`src/hw/rtl/pidfd_pkg.sv`:
```
// Shared types, constants and helpers of the filtered-derivative PID controller.
package pidfd_pkg;

   // Datapath widths
   localparam int OPR_W  = 33;          // multiplier operand, signed
   localparam int PROD_W = 2 * OPR_W;   // full product
   localparam int ACC_W  = 51;          // accumulator, holds four floored terms
   localparam int Q_SH   = 16;          // Q16.16 fraction bits
   localparam int REG_W  = 3;           // configuration index width
   localparam int PC_W   = 4;           // microprogram counter width

   // Serial divider: 48 dividend bits, two quotient bits per cycle
   localparam int DIV_BITS  = 48;
   localparam int DIV_STEPS = DIV_BITS / 2;
   localparam int CNT_W     = $clog2(DIV_STEPS);

   localparam logic [16:0] Q_ONE = 17'h1_0000;

   localparam logic signed [ACC_W-1:0] ACC_S32_MAX = ACC_W'(32'sh7FFF_FFFF);
   localparam logic signed [ACC_W-1:0] ACC_S32_MIN = ACC_W'(32'sh8000_0000);

   // Configuration register indexes
   typedef enum logic [REG_W-1:0] {
      REG_GAIN_P    = 3'd0,
      REG_GAIN_I    = 3'd1,
      REG_GAIN_D    = 3'd2,
      REG_GAIN_FF   = 3'd3,
      REG_INT_LIMIT = 3'd4,
      REG_ALPHA     = 3'd5
   } reg_idx_type;

   // Multiplier operand pairs
   typedef enum logic [2:0] {
      MUL_NONE,
      MUL_ERR_DT,
      MUL_P,
      MUL_I,
      MUL_D,
      MUL_FF,
      MUL_ALPHA_Q,
      MUL_BETA_F
   } mul_sel_type;

   // Accumulator operations
   typedef enum logic [2:0] {
      ACC_HOLD,
      ACC_LOAD_RAW,
      ACC_ADD_RAW,
      ACC_LOAD_SH,
      ACC_ADD_SH,
      ACC_SUB_SH
   } acc_op_type;

   // Datapath actions
   typedef enum logic [2:0] {
      ACT_NONE,
      ACT_DIV_START,
      ACT_INTEG,
      ACT_FILT_WR,
      ACT_FILT_ZERO,
      ACT_EMIT,
      ACT_EMIT_SKIP
   } act_type;

   // Jump conditions
   typedef enum logic [2:0] {
      C_NEVER,
      C_ALWAYS,
      C_SKIP,
      C_FIRST,
      C_DIV_BUSY,
      C_OUT_FULL
   } cond_type;

   // One microcode word
   typedef struct packed {
      mul_sel_type       mul;
      acc_op_type        acc;
      act_type           act;
      cond_type          cond;
      logic [PC_W-1:0]   target;
   } uword_type;

   // Control from sequencer to datapath
   typedef struct packed {
      logic        en;
      mul_sel_type mul;
      acc_op_type  acc;
      act_type     act;
   } ctl_type;

   // Status from datapath to sequencer
   typedef struct packed {
      logic skip;
      logic first;
      logic div_busy;
      logic out_full;
   } stat_type;

   // Configuration registers
   typedef struct packed {
      logic signed [31:0] gain_p;
      logic signed [31:0] gain_i;
      logic signed [31:0] gain_d;
      logic signed [31:0] gain_ff;
      logic        [30:0] int_limit;
      logic        [16:0] alpha;
   } cfg_type;

   // One latched request
   typedef struct packed {
      logic               op;
      logic signed [31:0] err;
      logic        [15:0] dt;
      logic signed [31:0] ff;
   } item_type;

   // Saturate an accumulator-width value to the signed 32-bit range
   function automatic logic signed [31:0] sat32(input logic signed [ACC_W-1:0] v);
      logic signed [31:0] r;
      if (v > ACC_S32_MAX) begin
         r = 32'sh7FFF_FFFF;
      end else if (v < ACC_S32_MIN) begin
         r = 32'sh8000_0000;
      end else begin
         r = v[31:0];
      end
      return r;
   endfunction

endpackage

```
`src/hw/rtl/pidfd_div.sv`:
```
// Radix-4 restoring divider for the derivative quotient, truncating toward zero.
module pidfd_div (
   input  logic                clock,
   input  logic                reset,
   input  logic                start,
   input  logic signed [32:0]  diff,
   input  logic        [15:0]  divisor,
   output logic                busy,
   output logic signed [31:0]  quot
);
   import pidfd_pkg::*;

   logic                busy_ff, busy_in;
   logic [CNT_W-1:0]    cnt_ff, cnt_in;
   logic [15:0]         rem_ff, rem_in;
   logic [DIV_BITS-1:0] num_ff, num_in;
   logic [15:0]         den_ff, den_in;
   logic                neg_ff, neg_in;

   logic [32:0]         mag;
   logic [16:0]         r1, r2;
   logic [15:0]         r1_left;
   logic                ge1, ge2;

   // Two quotient bits per cycle
   always_comb begin
      r1  = {rem_ff, num_ff[DIV_BITS-1]};
      ge1 = r1 >= {1'b0, den_ff};
      r1_left = ge1 ? 16'(r1 - {1'b0, den_ff}) : r1[15:0];
      r2  = {r1_left, num_ff[DIV_BITS-2]};
      ge2 = r2 >= {1'b0, den_ff};
   end

   // Load on start, iterate while busy
   always_comb begin
      busy_in = busy_ff;
      cnt_in  = cnt_ff;
      rem_in  = rem_ff;
      num_in  = num_ff;
      den_in  = den_ff;
      neg_in  = neg_ff;
      mag     = diff[32] ? 33'(-diff) : diff;
      if (start) begin
         busy_in = 1'b1;
         cnt_in  = '0;
         rem_in  = '0;
         num_in  = {mag[31:0], 16'h0000};
         den_in  = divisor;
         neg_in  = diff[32];
      end else if (busy_ff) begin
         rem_in = ge2 ? 16'(r2 - {1'b0, den_ff}) : r2[15:0];
         num_in = {num_ff[DIV_BITS-3:0], ge1, ge2};
         cnt_in = cnt_ff + 1'b1;
         if (cnt_ff == CNT_W'(DIV_STEPS - 1)) begin
            busy_in = 1'b0;
         end
      end
   end

   always_ff @(posedge clock) begin
      if (reset) begin
         busy_ff <= 1'b0;
         cnt_ff  <= '0;
      end else begin
         busy_ff <= busy_in;
         cnt_ff  <= cnt_in;
      end
      rem_ff <= rem_in;
      num_ff <= num_in;
      den_ff <= den_in;
      neg_ff <= neg_in;
   end

   // Apply sign and saturate to 32 bits
   always_comb begin
      if (neg_ff) begin
         quot = (num_ff > DIV_BITS'(32'h8000_0000)) ? 32'sh8000_0000 : 32'(-num_ff[31:0]);
      end else begin
         quot = (num_ff > DIV_BITS'(32'h7FFF_FFFF)) ? 32'sh7FFF_FFFF : num_ff[31:0];
      end
   end

   assign busy = busy_ff;

   a_start_busy : assert property (@(posedge clock) disable iff (reset)
      start |=> busy_ff)
      else $error("divider not busy after start");

   a_finish : assert property (@(posedge clock) disable iff (reset)
      (busy_ff && !start && cnt_ff == CNT_W'(DIV_STEPS - 1)) |=> !busy_ff)
      else $error("divider ran past its last step");

   a_cnt_range : assert property (@(posedge clock) disable iff (reset)
      busy_ff |-> (cnt_ff < CNT_W'(DIV_STEPS)))
      else $error("divider step count out of range");

endmodule

```
`src/hw/rtl/pidfd_dp.sv`:
```
// Datapath: shared multiplier, accumulator, controller state and divider.
module pidfd_dp (
   input  logic                 clock,
   input  logic                 reset,
   input  pidfd_pkg::ctl_type   ctl,
   input  pidfd_pkg::cfg_type   cfg,
   input  pidfd_pkg::item_type  item,
   input  logic                 out_full,
   output pidfd_pkg::stat_type  stat,
   output logic                 res_valid,
   output logic signed [31:0]   res_drive,
   output logic                 res_skipped
);
   import pidfd_pkg::*;

   logic signed [PROD_W-1:0] prod_ff, prod_in;
   logic signed [ACC_W-1:0]  acc_ff, acc_in;
   logic signed [31:0]       integ_ff, integ_in;
   logic signed [31:0]       last_ff, last_in;
   logic signed [31:0]       filt_ff, filt_in;
   logic                     first_ff, first_in;

   logic signed [OPR_W-1:0]  mul_a, mul_b;
   logic signed [PROD_W-1:0] mul_p;
   logic signed [ACC_W-1:0]  prod_sh, prod_raw;
   logic [16:0]              alpha_c, beta;
   logic signed [32:0]       isum, ilim;
   logic signed [32:0]       diff;
   logic                     div_start, div_busy;
   logic signed [31:0]       div_quot;

   // Clamp the filter weight to one
   assign alpha_c = (cfg.alpha[16] && |cfg.alpha[15:0]) ? Q_ONE : cfg.alpha;
   assign beta    = Q_ONE - alpha_c;

   // Select the operand pair
   always_comb begin
      mul_a = '0;
      mul_b = '0;
      unique case (ctl.mul)
         MUL_ERR_DT: begin
            mul_a = OPR_W'(item.err);
            mul_b = {17'h0, item.dt};
         end
         MUL_P: begin
            mul_a = OPR_W'(cfg.gain_p);
            mul_b = OPR_W'(item.err);
         end
         MUL_I: begin
            mul_a = OPR_W'(cfg.gain_i);
            mul_b = OPR_W'(integ_ff);
         end
         MUL_D: begin
            mul_a = OPR_W'(cfg.gain_d);
            mul_b = OPR_W'(filt_ff);
         end
         MUL_FF: begin
            mul_a = OPR_W'(cfg.gain_ff);
            mul_b = OPR_W'(item.ff);
         end
         MUL_ALPHA_Q: begin
            mul_a = {16'h0, alpha_c};
            mul_b = OPR_W'(div_quot);
         end
         MUL_BETA_F: begin
            mul_a = {16'h0, beta};
            mul_b = OPR_W'(filt_ff);
         end
         default: begin
            mul_a = '0;
            mul_b = '0;
         end
      endcase
   end

   assign mul_p    = mul_a * mul_b;
   assign prod_sh  = ACC_W'(prod_ff >>> Q_SH);
   assign prod_raw = ACC_W'(prod_ff);
   assign diff     = 33'(item.err) - 33'(last_ff);

   // Integral update: add floored error * dt, clamp to the symmetric limit
   always_comb begin
      isum = 33'(integ_ff) + 33'(prod_sh);
      ilim = {2'b00, cfg.int_limit};
   end

   // Multiplier register and accumulator
   always_comb begin
      prod_in = prod_ff;
      acc_in  = acc_ff;
      if (ctl.en && ctl.mul != MUL_NONE) begin
         prod_in = mul_p;
      end
      if (ctl.en) begin
         unique case (ctl.acc)
            ACC_LOAD_RAW: acc_in = prod_raw;
            ACC_ADD_RAW:  acc_in = acc_ff + prod_raw;
            ACC_LOAD_SH:  acc_in = prod_sh;
            ACC_ADD_SH:   acc_in = acc_ff + prod_sh;
            ACC_SUB_SH:   acc_in = acc_ff - prod_sh;
            default:      acc_in = acc_ff;
         endcase
      end
   end

   // Actions on state and result
   always_comb begin
      integ_in    = integ_ff;
      last_in     = last_ff;
      filt_in     = filt_ff;
      first_in    = first_ff;
      div_start   = 1'b0;
      res_valid   = 1'b0;
      res_drive   = '0;
      res_skipped = 1'b0;
      if (ctl.en) begin
         unique case (ctl.act)
            ACT_DIV_START: div_start = 1'b1;
            ACT_INTEG: begin
               if (isum > ilim) begin
                  integ_in = ilim[31:0];
               end else if (isum < -ilim) begin
                  integ_in = 32'(-ilim);
               end else begin
                  integ_in = isum[31:0];
               end
            end
            ACT_FILT_WR:   filt_in = sat32(ACC_W'(acc_ff >>> Q_SH));
            ACT_FILT_ZERO: begin
               filt_in  = '0;
               first_in = 1'b0;
            end
            ACT_EMIT: begin
               res_valid = 1'b1;
               res_drive = sat32(acc_ff);
               last_in   = item.err;
            end
            ACT_EMIT_SKIP: begin
               res_valid   = 1'b1;
               res_skipped = 1'b1;
               if (item.op) begin
                  integ_in = '0;
                  last_in  = '0;
                  filt_in  = '0;
                  first_in = 1'b1;
               end
            end
            default: begin
               res_valid = 1'b0;
            end
         endcase
      end
   end

   always_ff @(posedge clock) begin
      if (reset) begin
         integ_ff <= '0;
         last_ff  <= '0;
         filt_ff  <= '0;
         first_ff <= 1'b1;
      end else begin
         integ_ff <= integ_in;
         last_ff  <= last_in;
         filt_ff  <= filt_in;
         first_ff <= first_in;
      end
      prod_ff <= prod_in;
      acc_ff  <= acc_in;
   end

   pidfd_div u_div (
      .clock   (clock),
      .reset   (reset),
      .start   (div_start),
      .diff    (diff),
      .divisor (item.dt),
      .busy    (div_busy),
      .quot    (div_quot)
   );

   always_comb begin
      stat.skip     = item.op || (item.dt == 16'h0000);
      stat.first    = first_ff;
      stat.div_busy = div_busy;
      stat.out_full = out_full;
   end

endmodule

```
`src/hw/rtl/pidfd_seq.sv`:
```
// Microcode sequencer: control store, step counter and conditional jumps.
module pidfd_seq (
   input  logic                clock,
   input  logic                reset,
   input  logic                start,
   input  pidfd_pkg::stat_type stat,
   output pidfd_pkg::ctl_type  ctl,
   output logic                ready
);
   import pidfd_pkg::*;

   localparam logic [PC_W-1:0] S_DIV_WAIT = 4'd2;
   localparam logic [PC_W-1:0] S_FIRST    = 4'd7;
   localparam logic [PC_W-1:0] S_TERMS    = 4'd8;
   localparam logic [PC_W-1:0] S_EMIT     = 4'd13;
   localparam logic [PC_W-1:0] S_SKIP     = 4'd14;

   logic            busy_ff, busy_in;
   logic [PC_W-1:0] pc_ff, pc_in;
   uword_type       uw;
   logic            hold, taken, done;

   function automatic uword_type mk(input mul_sel_type m, input acc_op_type a,
                                    input act_type t, input cond_type c,
                                    input logic [PC_W-1:0] tg);
      uword_type w;
      w.mul    = m;
      w.acc    = a;
      w.act    = t;
      w.cond   = c;
      w.target = tg;
      return w;
   endfunction

   // Control store
   always_comb begin
      unique case (pc_ff)
         4'd0:  uw = mk(MUL_ERR_DT,  ACC_HOLD,     ACT_DIV_START, C_SKIP,     S_SKIP);
         4'd1:  uw = mk(MUL_NONE,    ACC_HOLD,     ACT_INTEG,     C_FIRST,    S_FIRST);
         4'd2:  uw = mk(MUL_NONE,    ACC_HOLD,     ACT_NONE,      C_DIV_BUSY, S_DIV_WAIT);
         4'd3:  uw = mk(MUL_ALPHA_Q, ACC_HOLD,     ACT_NONE,      C_NEVER,    '0);
         4'd4:  uw = mk(MUL_BETA_F,  ACC_LOAD_RAW, ACT_NONE,      C_NEVER,    '0);
         4'd5:  uw = mk(MUL_NONE,    ACC_ADD_RAW,  ACT_NONE,      C_NEVER,    '0);
         4'd6:  uw = mk(MUL_NONE,    ACC_HOLD,     ACT_FILT_WR,   C_ALWAYS,   S_TERMS);
         4'd7:  uw = mk(MUL_NONE,    ACC_HOLD,     ACT_FILT_ZERO, C_NEVER,    '0);
         4'd8:  uw = mk(MUL_P,       ACC_HOLD,     ACT_NONE,      C_NEVER,    '0);
         4'd9:  uw = mk(MUL_I,       ACC_LOAD_SH,  ACT_NONE,      C_NEVER,    '0);
         4'd10: uw = mk(MUL_D,       ACC_ADD_SH,   ACT_NONE,      C_NEVER,    '0);
         4'd11: uw = mk(MUL_FF,      ACC_SUB_SH,   ACT_NONE,      C_NEVER,    '0);
         4'd12: uw = mk(MUL_NONE,    ACC_ADD_SH,   ACT_NONE,      C_NEVER,    '0);
         4'd13: uw = mk(MUL_NONE,    ACC_HOLD,     ACT_EMIT,      C_OUT_FULL, S_EMIT);
         4'd14: uw = mk(MUL_NONE,    ACC_HOLD,     ACT_EMIT_SKIP, C_OUT_FULL, S_SKIP);
         default: uw = mk(MUL_NONE,  ACC_HOLD,     ACT_NONE,      C_NEVER,    '0);
      endcase
   end

   // Wait conditions stall the step and suppress its actions
   always_comb begin
      hold  = (uw.cond == C_DIV_BUSY && stat.div_busy) ||
              (uw.cond == C_OUT_FULL && stat.out_full);
      taken = (uw.cond == C_ALWAYS) || (uw.cond == C_SKIP && stat.skip) ||
              (uw.cond == C_FIRST && stat.first) || hold;
      done  = busy_ff && !hold && (uw.act == ACT_EMIT || uw.act == ACT_EMIT_SKIP);
   end

   // Advance the step counter
   always_comb begin
      busy_in = busy_ff;
      pc_in   = pc_ff;
      if (!busy_ff) begin
         if (start) begin
            busy_in = 1'b1;
            pc_in   = '0;
         end
      end else if (done) begin
         busy_in = 1'b0;
         pc_in   = '0;
      end else if (taken) begin
         pc_in = uw.target;
      end else begin
         pc_in = pc_ff + 1'b1;
      end
   end

   always_ff @(posedge clock) begin
      if (reset) begin
         busy_ff <= 1'b0;
         pc_ff   <= '0;
      end else begin
         busy_ff <= busy_in;
         pc_ff   <= pc_in;
      end
   end

   always_comb begin
      ctl.en  = busy_ff && !hold;
      ctl.mul = uw.mul;
      ctl.acc = uw.acc;
      ctl.act = uw.act;
   end

   assign ready = !busy_ff;

   a_pc_range : assert property (@(posedge clock) disable iff (reset)
      busy_ff |-> (pc_ff <= S_SKIP))
      else $error("step counter outside the program");

   a_start_idle : assert property (@(posedge clock) disable iff (reset)
      start |=> busy_ff)
      else $error("request taken without starting the program");

   a_done_idle : assert property (@(posedge clock) disable iff (reset)
      done |=> !busy_ff)
      else $error("sequencer stayed busy after its result");

endmodule

```
`src/hw/rtl/pid_filtered_derivative.sv`:
```
// Top level of the filtered-derivative PID controller.
//
// Requests arrive on req_* (tvalid/tready/tdata/tuser); one result per request
// leaves on rsp_*. tuser of a request is the op bit (1 clears the stored state).
// Gains, integral limit and derivative weight are written through csr_wen,
// csr_addr and csr_wdata; the user must do so only while the block is idle, a
// rule that the block itself leaves unenforced. An update request runs a 15-step
// microprogram on one shared 33x33 multiplier; the derivative quotient comes
// from a radix-4 serial divider, and the microprogram waits at its divider
// step until the quotient is ready. The first step after a clear does not
// wait for the quotient. A clear request or a zero time step jumps straight
// to the step that emits its result, which is registered on rsp_*.
// One request is in work at a time; req_tready is high whenever the
// microprogram is idle, even while a finished result waits on rsp_*.
// A stalled receiver holds the result register; the microprogram then waits
// at its final step until the register frees up.
// Reset (synchronous, active high) loads the default configuration, clears the
// integral, last error and filtered derivative, and arms the first-step flag.
module pid_filtered_derivative (
   input  logic                           clock,
   input  logic                           reset,
   input  logic                           req_tvalid,
   output logic                           req_tready,
   input  logic [79:0]                    req_tdata,  // error_in, step_time, feedforward_in
   input  logic                           req_tuser,  // op
   output logic                           rsp_tvalid,
   input  logic                           rsp_tready,
   output logic [31:0]                    rsp_tdata,  // drive
   output logic                           rsp_tuser,  // skipped
   input  logic                           csr_wen,
   input  logic [pidfd_pkg::REG_W-1:0]    csr_addr,
   input  logic [31:0]                    csr_wdata
);
   import pidfd_pkg::*;

   cfg_type            cfg_ff, cfg_in;
   item_type           item_ff, item_in;
   logic               rsp_valid_ff, rsp_valid_in;
   logic signed [31:0] rsp_drive_ff, rsp_drive_in;
   logic               rsp_skip_ff, rsp_skip_in;

   logic               accept, seq_ready;
   ctl_type            ctl;
   stat_type           stat;
   logic               res_valid, res_skipped;
   logic signed [31:0] res_drive;

   assign accept = req_tvalid && seq_ready;

   // Configuration writes
   always_comb begin
      cfg_in = cfg_ff;
      if (csr_wen) begin
         unique case (csr_addr)
            REG_GAIN_P:    cfg_in.gain_p    = csr_wdata;
            REG_GAIN_I:    cfg_in.gain_i    = csr_wdata;
            REG_GAIN_D:    cfg_in.gain_d    = csr_wdata;
            REG_GAIN_FF:   cfg_in.gain_ff   = csr_wdata;
            REG_INT_LIMIT: cfg_in.int_limit = csr_wdata[30:0];
            REG_ALPHA:     cfg_in.alpha     = csr_wdata[16:0];
            default:       cfg_in = cfg_ff;
         endcase
      end
   end

   // Latch the request
   always_comb begin
      item_in = item_ff;
      if (accept) begin
         item_in.op  = req_tuser;
         item_in.err = req_tdata[31:0];
         item_in.dt  = req_tdata[47:32];
         item_in.ff  = req_tdata[79:48];
      end
   end

   // Result register
   always_comb begin
      rsp_valid_in = rsp_valid_ff;
      rsp_drive_in = rsp_drive_ff;
      rsp_skip_in  = rsp_skip_ff;
      if (res_valid) begin
         rsp_valid_in = 1'b1;
         rsp_drive_in = res_drive;
         rsp_skip_in  = res_skipped;
      end else if (rsp_tready) begin
         rsp_valid_in = 1'b0;
      end
   end

   always_ff @(posedge clock) begin
      if (reset) begin
         cfg_ff.gain_p    <= '0;
         cfg_ff.gain_i    <= '0;
         cfg_ff.gain_d    <= '0;
         cfg_ff.gain_ff   <= '0;
         cfg_ff.int_limit <= 31'd65536000;
         cfg_ff.alpha     <= 17'd6554;
         rsp_valid_ff     <= 1'b0;
      end else begin
         cfg_ff       <= cfg_in;
         rsp_valid_ff <= rsp_valid_in;
      end
      item_ff      <= item_in;
      rsp_drive_ff <= rsp_drive_in;
      rsp_skip_ff  <= rsp_skip_in;
   end

   pidfd_seq u_seq (
      .clock (clock),
      .reset (reset),
      .start (accept),
      .stat  (stat),
      .ctl   (ctl),
      .ready (seq_ready)
   );

   pidfd_dp u_dp (
      .clock       (clock),
      .reset       (reset),
      .ctl         (ctl),
      .cfg         (cfg_ff),
      .item        (item_ff),
      .out_full    (rsp_valid_ff && !rsp_tready),
      .stat        (stat),
      .res_valid   (res_valid),
      .res_drive   (res_drive),
      .res_skipped (res_skipped)
   );

   assign req_tready = seq_ready;
   assign rsp_tvalid = rsp_valid_ff;
   assign rsp_tdata  = rsp_drive_ff;
   assign rsp_tuser  = rsp_skip_ff;

endmodule

```
`config.mk`:
```
export PLATFORM = sky130hd
export DESIGN_NAME = pid_filtered_derivative
export DESIGN_NICKNAME = d
export VERILOG_FILES = /design/src/hw/rtl/pidfd_pkg.sv /design/src/hw/rtl/pidfd_div.sv /design/src/hw/rtl/pidfd_dp.sv /design/src/hw/rtl/pidfd_seq.sv /design/src/hw/rtl/pid_filtered_derivative.sv
export SDC_FILE = /design/constraint.sdc
export NUM_CORES = 2
export LEC_CHECK = 0
export BUFFER_PORTS_ARGS = -buffer_cell sky130_fd_sc_hd__buf_2
export CORE_UTILIZATION = 60
export CTS_CLUSTER_SIZE = 28
export DETAILED_ROUTE_END_ITERATION = 8
export PLACE_DENSITY = 0.8
export SLEW_MARGIN = 20
export SYNTH_ARGS = -nofsm -noshare
export SYNTH_HDL_FRONTEND = slang
export SYNTH_SLANG_ARGS = --single-unit
```
`constraint.sdc`:
```
create_clock -name clock -period 11.2 [get_ports clock]
set_input_delay 0.56 -clock clock [delete_from_list [all_inputs] [get_ports clock]]
set_output_delay 0.56 -clock clock [all_outputs]
set_load 0.02 [all_outputs]
```
==> results.toml <==
[cts]
cts_made_buffers = 74
clock_sinks = 613
clk_latency_ns = 0.73
path_clk_slew_ns = 0.06
clk_path_buf_depth = 3
cts.htree.levels = 3
ctsRootBufferMaster = "clkbuf_16"
tritoncts = "done"

[logic_synthesis]
synth_edf_count = 280
synth-seq-area-share_pct = 19.22
synth_xor_area_share_pct = 3.986
synth_most_common_cell = "inv_1"
synth_nets = 10920
synth_simple_gate_area_share_pct = 15.71
syn-cell-area_um2 = 78440
synth.mux.area_fraction_pct = 2.432
synth.top_cell.area_share_pct = 28.79
async_flop_share_pct = 0
synth.avg_cell_area_um2 = 8.499
synth-compound-area-share_pct = 13.53
synth_seq_cells = 613
synth_cells = 9230
synth_warnings = 0
synth_area_leaders = "fa_1 29%, edfxtp_1 11%, dfxtp_1 8.5%"
yosys.area.top_type = "fa_1"
synth.distinct_cells = 90
synth_top_family_by_area = "adder cells"
synthAdderAreaFrac_pct = 35.76
netlist_top_cells_count = "1420 x inv_1, 1319 x nand2_1, 1128 x fa_1"
synth_flop_cell = "dfxtp_1"

[global_route]
grt_max_degree = 97
grt_overflow = 0
grt.total_usage_pct = 44.66
grt_pass1_vias = 70160
grt_pass1_wl_um = 436000
antenna_found_initial = 15

[routing]
wl_per_cell_um = 26.07
vias = 70940
final_antenna_net_count = 0
drt-initial-drc-count = 7884
vias_per_cell = 6.242
routed_wl_um = 296200
drc = 0
dr.pass1.iters = 8

[floorplanning]
dieHeight_um = 363.6
die_area_um2 = 132200
coreArea_um2 = 129600
io_pins = 156
die_x_um = 363.6
initial_utilization_pct = 60.50
placementRows = 132

[layout]
drive_gt1_share_pct = 11.37
fin_nets = 11230
final_area_um2 = 88130
syn2layout_area_growth_pct = 12.34

[sta]
max_freq_mhz = 90.96
hold_violations = 0
slew_viol_final = 0
rsz0062_at_grt = "true"
min_period_ns = 10.99
finClkSkew_ns = 0.03453
period_share_pct = 98.16
maxSlewHeadroom_pct = 18.80
worst_pin_slew_ns = 1.211
finalSetupViolations = 0

[worst_setup_path]
timing.critical_path.buf_inv = 9
max_stage_delay_ns = 0.65
worst-path-max-fanout = 8
ff2ff_path_depth = 38
crit_type = "reg2reg"
cp_num_cells = 38
worst_setup_path_start_kind = "flop"
worstPathArrival_ns = 11.44
critical-path-top-delay-family = "adder cells"
worstSetupEndpointType = "flop"
slowest_stage = "fa_2"
cp_common_cell = "fa_1"
critPathRequiredTime_ns = 11.65

[worst_hold_path]
holdCritPathClass = "in2reg"
holdPathStages = 1

[job]
cap_violations = 0

[place]
placed_area_um2 = 84020
globalplace.congestion = 1.063
hpwl_um = 230700
numPortBuffers = 155

[status]
status = "completed"
[cell families (layout without fill, tap and decap cells)]
group           Yosys count  count (layout)
simple gates           2876            2876
buf+inv                1934            2313
compound gates         1701            1701
fa+ha+maj              1565            1565
flops                   613             613
xor+xnor                357             357
mux                     184             184
other cells               0              14
[worst register-to-register path: cells and delay by family, from the launching register on]
family | cells | cell delay (ns)
DFF | 1 | 0.33
AOI/OAI and AO/OA | 10 | 1.71
and+or+nand+nor | 8 | 2.78
adders and majority gates | 10 | 4.77
buffers and inverters | 9 | 1.03
xor gates and xnor gates | 1 | 0.12
[routing by layer]
| metal | wire (um) | GRT usage, % |
|---|---|---|
| met3 | 38730 | 14.49 |
| met2 | 126300 | 66.21 |
| met1 | 109400 | 56.48 |
| met4 | 21750 | 27.98 |
| met5 | 84 | 0 |
[what timing repair did]
action / CTS / global route
setup buffers: 6 / 23
gates resized for setup: 18 / 143
hold endpoints to repair: 51 / 0
endpoints found under the setup margin: 9 / 30
pin swaps: 3 / 97
gates cloned: 0 / 4
hold buffers: 51 / 0
[through the flow]
step	TNS (ns)	utilization, %	hold slack, ns	instances	setup WS [ns]
6_report	0	67.97	0.02424	11370	0.2057
5_1_grt	-0.4135	67.95	0.004241	11350	-0.1219
4_1_cts	0	67.25	0.00006667	11320	0.01801
3_5_place_dp	-1.039	64.80	0.4463	11130	-0.2617
3_3_place_gp	-0.1823	64.80	0.4380	11130	-0.1212
2_1_floorplan	0	-	0.4329	9230	0.02994
[final timing paths]
| check | start | endpoint | slack [ns] |
|---|---|---|---|
| max | u_dp.u_div.num_ff[0] | u_dp.prod_ff[65] | 0.21 |
| min | req_tdata[18] | item_ff[66] | 0.02 |
| max reg2reg | u_dp.u_div.num_ff[0] | u_dp.prod_ff[65] | 0.21 |
| min reg2reg | cfg_ff[54] | cfg_ff[54] | 0.45 |
[state kept, by name, summed over array words and instances, names as in the netlist, 4 cells and up]
name               count
cfg_ff               176
u_dp.u_div.den_ff     16
u_seq.pc_ff            4
u_dp.u_div.rem_ff     16
u_dp.filt_ff          32
item_ff               81
u_dp.u_div.num_ff     48
rsp_tdata             32
u_dp.acc_ff           51
u_seq.uw              16
u_dp.integ_ff         32
u_dp.prod_ff          66
u_dp.last_ff          32
u_dp.u_div.cnt_ff      5
[cell usage in the layout (no fill, tap or decap), drive strengths merged, types with 31 or more instances in the layout]
cell,count
a21oi,607
nor2b,32
a21o,132
nand2b,58
nand3,119
and2,70
a22oi,77
or4,31
o22ai,34
dfxtp,333
nor3,121
nand4,56
xnor2,216
fa,1128
and3,34
nor2,880
xor2,141
mux2,53
nor4,48
nand2,1319
o21a,38
a221oi,39
mux2i,131
dlygate4sd3,51
buf,694
edfxtp,280
or3,42
inv,1424
clkbuf,97
o21ai,393
ha,437
o211ai,64
[final cells by class]
cell class,count,area [um2]
Antenna cell,14,35.03
Clock buffer,91,1986
Clock inverter,47,543.0
Fill cell,10420,41520
Inverter,1423,5346
Multi-Input combinational cell,6683,56930
Sequential cell,613,15090
Tap cell,1742,2180
Timing Repair Buffer,752,6012
Power is left out: the tool's default activity adds up to more than one toggle a clock period on the data nets, which glitch-free logic cannot reach.
